<file path="config.mk">
export PLATFORM = sky130hd
export DESIGN_NAME = nct_dist_unit
export DESIGN_NICKNAME = d
export VERILOG_FILES = /design/src/sv/nct_pkg.sv /design/src/sv/nct_dist_unit.sv
export SDC_FILE = /design/constraint.sdc
export NUM_CORES = 1
export LEC_CHECK = 0
export BUFFER_PORTS_ARGS = -buffer_cell sky130_fd_sc_hd__buf_2
export CELL_PAD_IN_SITES_DETAIL_PLACEMENT = 1
export CELL_PAD_IN_SITES_GLOBAL_PLACEMENT = 1
export CORE_ASPECT_RATIO = 0.8
export CORE_MARGIN = 2
export CORE_UTILIZATION = 32
export CTS_BUF_LIST = sky130_fd_sc_hd__clkbuf_4
export DETAILED_ROUTE_END_ITERATION = 16
export GPL_TIMING_DRIVEN = 0
export PLACE_DENSITY = 0.67
export SYNTH_ARGS = -nofsm -noshare
export SYNTH_HDL_FRONTEND = slang
export SYNTH_SLANG_ARGS = --single-unit
</file>
<file path="constraint.sdc">
create_clock -name clk -period 6.87 [get_ports clk]
set_clock_uncertainty 0.15 [all_clocks]
set_input_delay 1.0305 -clock clk [delete_from_list [all_inputs] [get_ports clk]]
set_output_delay 1.0305 -clock clk [all_outputs]
set_load 0.005 [all_outputs]
</file>
<file path="src/sv/nct_pkg.sv">
// ----------------------------------------------------------------------------
// nct_pkg
// shared types and constants of the nearest centroid tracker
// ----------------------------------------------------------------------------
package nct_pkg;

	localparam int BOX_W       = 12;
	localparam int CX_W        = 14;
	localparam int SQ_W        = 2 * CX_W;
	localparam int D2_W        = SQ_W + 1;
	localparam int LIM_W       = BOX_W + 1;
	localparam int ID_OUT_W    = 16;
	localparam int CNT_OUT_W   = 7;

	localparam int MAX_TRACKS_DEF = 64;
	localparam int ID_BITS_DEF    = 16;

	localparam logic [BOX_W-1:0] MAX_DIST_RST = 12'd50;

	localparam logic FUNC_DET = 1'b0;
	localparam logic FUNC_EOF = 1'b1;

	typedef struct packed {
		logic             func;
		logic [BOX_W-1:0] box_x;
		logic [BOX_W-1:0] box_y;
		logic [BOX_W-1:0] box_width;
		logic [BOX_W-1:0] box_height;
	} item_t;

	typedef struct packed {
		logic [ID_OUT_W-1:0]  vehicle_id;
		logic                 is_new;
		logic                 table_full;
		logic [CNT_OUT_W-1:0] tracked_count;
	} result_t;

	typedef struct packed {
		logic init;
		logic vld;
	} dist_ctl_t;

endpackage

</file>
<file path="src/sv/nct_dist_unit.sv">
// ----------------------------------------------------------------------------
// nct_dist_unit
// squared centroid distance and running nearest-track selection
// ----------------------------------------------------------------------------
module nct_dist_unit #(
	parameter int ID_BITS = 16
) (
	input  logic                                      clk,
	input  logic                                      arst_n,
	input  nct_pkg::dist_ctl_t                        ctl,
	input  logic [nct_pkg::BOX_W-1:0]                 max_distance,
	input  logic [nct_pkg::CX_W-1:0]                  cx,
	input  logic [nct_pkg::CX_W-1:0]                  cy,
	input  logic [ID_BITS+2*nct_pkg::CX_W-1:0]        entry,
	output logic                                      busy,
	output logic                                      found,
	output logic [ID_BITS-1:0]                        best_id
);
	import nct_pkg::*;

	localparam int ENT_W = ID_BITS + 2 * CX_W;

	logic [ID_BITS-1:0] e_id;
	logic [CX_W-1:0]    e_cx;
	logic [CX_W-1:0]    e_cy;
	logic [CX_W-1:0]    dx;
	logic [CX_W-1:0]    dy;
	logic [LIM_W-1:0]   lim;
	logic [SQ_W-1:0]    dx2_s2;
	logic [SQ_W-1:0]    dy2_s2;
	logic [ID_BITS-1:0] id_s2;
	logic               vld_s2;
	logic [D2_W-1:0]    d2;
	logic [D2_W-1:0]    best_q;
	logic [ID_BITS-1:0] best_id_q;
	logic               found_q;
	logic               better;

	assign e_id = entry[ENT_W-1 -: ID_BITS];
	assign e_cx = entry[2*CX_W-1 -: CX_W];
	assign e_cy = entry[CX_W-1:0];
	assign dx   = (cx >= e_cx) ? cx - e_cx : e_cx - cx;
	assign dy   = (cy >= e_cy) ? cy - e_cy : e_cy - cy;
	assign lim  = {max_distance, 1'b0};

	always_ff @(posedge clk or negedge arst_n) begin
		if (!arst_n) begin
			vld_s2 <= 1'b0;
		end else begin
			vld_s2 <= ctl.vld;
		end
	end

	always_ff @(posedge clk) begin
		dx2_s2 <= SQ_W'(dx) * SQ_W'(dx);
		dy2_s2 <= SQ_W'(dy) * SQ_W'(dy);
		id_s2  <= e_id;
	end

	assign d2     = D2_W'(dx2_s2) + D2_W'(dy2_s2);
	assign better = (d2 < best_q) || (found_q && d2 == best_q && id_s2 < best_id_q);

	always_ff @(posedge clk or negedge arst_n) begin
		if (!arst_n) begin
			found_q <= 1'b0;
		end else if (ctl.init) begin
			found_q <= 1'b0;
		end else if (vld_s2 && better) begin
			found_q <= 1'b1;
		end
	end

	always_ff @(posedge clk) begin
		if (ctl.init) begin
			best_q <= D2_W'(lim) * D2_W'(lim);
		end else if (vld_s2 && better) begin
			best_q    <= d2;
			best_id_q <= id_s2;
		end
	end

	assign busy    = vld_s2;
	assign found   = found_q;
	assign best_id = best_id_q;

endmodule

</file>
==> impl_metrics.ini, run 1 <==
[outcome]
outcome = finished, violations left
violations = negative setup slack

[worst_setup_path]
reg2reg_slack_ns = 0.48
r2r_end = best_q[24]
critPathTopFamily = adder cells
crit_start = cx[0]
cp_num_buf_inv = 9
worstPathRequired_ns = 7.25
critPathKind = in2reg
cp_common_cell = fa_1
slowest_stage = fa_1
critPathMaxStageDelay_ns = 0.56
path_max_fanout = 5
crit_path_end_kind = flop
arrival_ns = 9.17
rr_worst_depth = 20
setup.worst_path.start_class = input pin
rr_startpoint = dy2_s2[3]

[synth]
synth.avg_cell_area_um2 = 8.98
synth_nets = 3284
synth_top_cell_area_share_pct = 27.5
synth_area_leader_cell = fa_1
ys_seq_elements = 117
synthCells = 2526
ys_top_cells_by_area = fa_1, ha_1, inv_1
synthFlopType = dfxtp_1
yosysWarnings = 0
yosysUniqueCellTypes = 87
synth_edf_count = 40
syn_area_um2 = 22700
ys_async_sr_fraction_pct = 1.71
seq_area_frac_synth_pct = 12.1

[global_route]
grt_usage_pct = 17.8
gr-total-overflow = 0
grt_first_pass_wirelength_mm = 106
antenna_found_initial = 1
grt_max_degree = 26
first_global_vias = 20600

[placed_design]
port_buffers = 104
dpl.hpwl_mm = 52.4
dp_slack_ns = -3.46
dpl.cell_count = 3564
gp_congestion = 0.866

[drt]
vias = 18400
wl_mm = 65.2
first_pass_iters = 5
drtIter0Drc = 780
routedWlPerCell_um = 17.5
ant_nets = 0
routed_via_density = 4.93
route.detailed.drc = 0

[die]
initial_core_util_pct = 32.3
die_h_um = 242
core-area_um2 = 70300
dieArea_um2 = 73000
die_w_um = 302
rows = 87
ios = 106

[timing]
whs_ns = 0.296
grt_setup_unrepaired = true
drv_slew = 0
worstMarginPinSlew_ns = 0.885
fin_crit_ns = 8.79
worst_slack_ns = -1.92
slew_headroom_pct = 40.6
fmax_mhz = 114
final-hold-violation-count = 0
setup-violations-final = 39
finalCritPeriodShare_pct = 128

[finish]
fin_cells = 3727
final_cell_mix = inv_1, ha_1, fa_1, nand2_1, nor2_1
layout_commonest_cell = inv_1
drive_gt1_share_pct = 21.4
finish.net_count = 3537
area_growth_pct = 22.5

[cts]
cts_sinks = 117
clk_pin_slew_ns = 0.12
clk_latency_ns = 0.60
root_buffer = clkbuf_4
cts.path.max_buffers = 2
cts-htree-levels = 4
cts_tree = yes
numCtsBuffers = 17

[hold_path]
holdPathEnd = best_id[12]
whs_path_depth = 0
holdCritPathClass = reg2reg
min_from = id_s2[12]

[job]
drv_cap = 0
how the worst max path moves through the flow:
stage                             to  slack, ns  cells past startpoint
after global placement    dx2_s2[27]      -3.27                     32
final                     dx2_s2[25]      -1.92                     36
after floorplan           dy2_s2[26]      -1.86                     32
after global routing      dx2_s2[23]      -2.13                     37
after detailed placement  dx2_s2[27]      -3.46                     32
after CTS                 dx2_s2[25]      -1.71                     37
through the flow:
step / utilization, % / setup TNS (ns) / cell area (µm²)
after floorplan: - / -48.40 / 23200
after global placement: 35.4 / -133.74 / 24900
after detailed placement: 35.4 / -128.88 / 24900
after CTS: 38.5 / -47.98 / 27100
after global routing: 39.5 / -61.94 / 27800
final: 39.5 / -53.49 / 27800
layout make-up:
type                            instances  area (µm²)
Timing Repair Buffer                  237        1700
Clock buffer                           19         143
Sequential cell                       117        2750
Tap cell                              934        1170
Clock inverter                         13         183
Multi-Input combinational cell       1811       19400
Inverter                              531        2050
Fill cell                            8227       42500
Buffer                                 64         398
Antenna cell                            1        2.50
state kept, by name, summed over array words and instances, names as in the netlist:
signal / flops
dx2_s2: 27
id_s2: 16
dy2_s2: 27
best_id: 16
best_q: 29
found: 1
busy: 1
routing by layer:
layer  GRT usage, %  vias to the layer above  part of all wire (%)
li1               -                     8677                     -
met1           23.7                     9422                    45
met2           31.7                      225                    51
met3           2.23                       46                   3.0
met4           2.15                        0                  0.81
met5              0                        -                     0
synthesized netlist by cell type (all sizes together), types with 8 or more instances:
cell type,n
o21bai,23
clkbuf,43
a31oi,9
nand2b,25
nand2,186
nor2,161
nor3,31
or2,12
a22o,8
a21oi,114
o21a,9
nand4,30
fa,312
mux2i,13
nand3,23
a211oi,23
xor2,41
inv,529
xnor2,83
o31ai,9
and2,58
and3,10
edfxtp,40
buf,24
dfxtp,75
o21ai,67
nor2b,20
a21o,84
ha,358
timing repair:
action | CTS | global route
hold buffers | 1 | 0
setup endpoints to repair | 93 | 98
buffers inserted | 102 | 34
cloned | 1 | 0
hold endpoints to repair | 2 | 0
gates resized for setup | 194 | 131
pin swaps | 120 | 64
cell families (layout without fill, tap and decap cells):
family / after synthesis / in the layout / synth area share, %
DFF: 117 / 117 / 12.1
and+or+nand+nor: 581 / 581 / 12.2
AOI/OAI and AO/OA: 418 / 418 / 12.5
xor gates and xnor gates: 124 / 124 / 5.02
buffers and inverters: 598 / 864 / 10.1
adders and majority gates: 670 / 670 / 47.3
other: 0 / 1 / 0
muxes: 18 / 18 / 0.822
Power of run 1 is left out: the tool's default activity adds up to more than one toggle a clock period on the data nets, which glitch-free logic cannot reach.
==> run 2: changes to the inputs <==
RECOVER_POWER = 25   (was default)
==> impl_metrics.ini, run 2 (synthesis gave the netlist of run 1 again) <==
[timing]
drv_slew = 0
worstMarginPinSlew_ns = 0.885
worst_slack_ns = -1.92
finalCritPeriodShare_pct = 128
grt_setup_unrepaired = true
setup-violations-final = 39
slew_headroom_pct = 40.6
fmax_mhz = 114
fin_crit_ns = 8.79
final-hold-violation-count = 0

[outcome]
outcome = finished, violations left
violations = negative setup slack

[worst_setup_path]
slowest_stage = fa_1
arrival_ns = 9.17
worstPathRequired_ns = 7.25
cp_common_cell = fa_1
crit_path_end_kind = flop
critPathMaxStageDelay_ns = 0.56
crit_start = cx[0]
setup.worst_path.start_class = input pin
path_max_fanout = 5
critPathKind = in2reg
rr_startpoint = dy2_s2[3]

[placed_design]
gp_congestion = 0.866
port_buffers = 104
dpl.hpwl_mm = 52.4
dpl_cell_area_um2 = 24900
dpl.cell_count = 3564

[finish]
fin_cells = 3727
finish.net_count = 3537
fillers = 8228
top_register = best_q
area_growth_pct = 22.5
largest_reg_flops = 29
drive_gt1_share_pct = 21.3
final_area_um2 = 27800
reg.largest.list = best_q (29), dx2_s2 (27), dy2_s2 (27)
layout_commonest_cell = inv_1
final_cell_mix = inv_1, ha_1, fa_1, nand2_1, nor2_1

[die]
die_w_um = 302
core-area_um2 = 70300
dieArea_um2 = 73000
initial_core_util_pct = 32.3
rows = 87
die_h_um = 242
ios = 106

[global_route]
gr-total-overflow = 0
grt_first_pass_wirelength_mm = 106
grt_usage_pct = 17.8
first_global_vias = 20600
grt_max_degree = 26
antenna_found_initial = 1

[cts]
cts.path.max_buffers = 2
cts-htree-levels = 4
cts_tree = yes
cts_sinks = 117
clk_latency_ns = 0.60
clk_pin_slew_ns = 0.12
numCtsBuffers = 17
root_buffer = clkbuf_4

[hold_path]
min_from = id_s2[12]
holdCritPathClass = reg2reg

[drt]
routed_via_density = 4.93
routedWlPerCell_um = 17.5
wl_mm = 65.2
ant_nets = 0
vias = 18400
route.detailed.drc = 0
drtIter0Drc = 780
first_pass_iters = 5

[job]
drv_cap = 0
[run 2: cell types whose count changed in the layout (fill, tap and decap cells not counted)]
| cell | before | now |
|---|---|---|
| buf_2 | 115 | 114 |
| clkbuf_1 | 31 | 32 |
[run 2: what timing repair did]
item,in CTS,in global routing
endpoints found under the setup margin,93,98
gates cloned,1,0
resized for setup,194,131
setup buffers,102,34
hold endpoints to repair,2,0
pin swaps,120,64
hold buffers,1,0
[run 2: area by class of cell]
type | count | area [µm²] | area share, %
multi-input combinational | 1811 | 19400 | 69.8
sequential | 117 | 2750 | 9.90
inverter | 531 | 2050 | 7.38
timing repair buffer | 237 | 1700 | 6.10
tap | 934 | 1170 | 4.20
buffer | 64 | 398 | 1.43
clock inverter | 13 | 183 | 0.657
clock buffer | 19 | 143 | 0.513
antenna | 1 | 2.50 | 0.00900
[run 2: worst paths after layout]
path / cells after the start / to / slack, ns
setup / recovery: 36 / dx2_s2[25] / -1.92
hold / removal: 0 / best_id[12] / 0.30
setup reg to reg: 20 / best_q[24] / 0.48
hold reg to reg: 0 / best_id[12] / 0.30
max in group asynchronous: 2 / busy / 5.85
min in group asynchronous: 2 / found / 0.60
[run 2: per-layer routing]
metal | wire length (µm) | global-route usage, % | share of wire, %
met1 | 29300 | 23.7 | 45
met2 | 33400 | 31.7 | 51
met3 | 1940 | 2.23 | 3.0
met4 | 527 | 2.15 | 0.81
met5 | 0 | 0 | 0
[run 2: per-stage QoR]
stage | hold slack (ns) | setup WS [ns] | setup TNS (ns) | utilization [%]
global placement | 0.260 | -3.27 | -133.74 | 35.4
floorplan | 0.250 | -1.86 | -48.40 | -
finish | 0.296 | -1.92 | -53.49 | 39.5
detailed placement | 0.268 | -3.46 | -128.88 | 35.4
global route | 0.312 | -2.13 | -61.94 | 39.5
CTS | 0.298 | -1.71 | -47.98 | 38.5
[run 2: worst max-delay path: cells and delay by family]
kind,cells,cell delay (ns)
compound gates,12,2.51
xor+xnor,2,0.44
fa+ha+maj,9,3.81
buf+inv,9,0.61
simple gates,4,0.75
Power of run 2 is left out for the same reason.
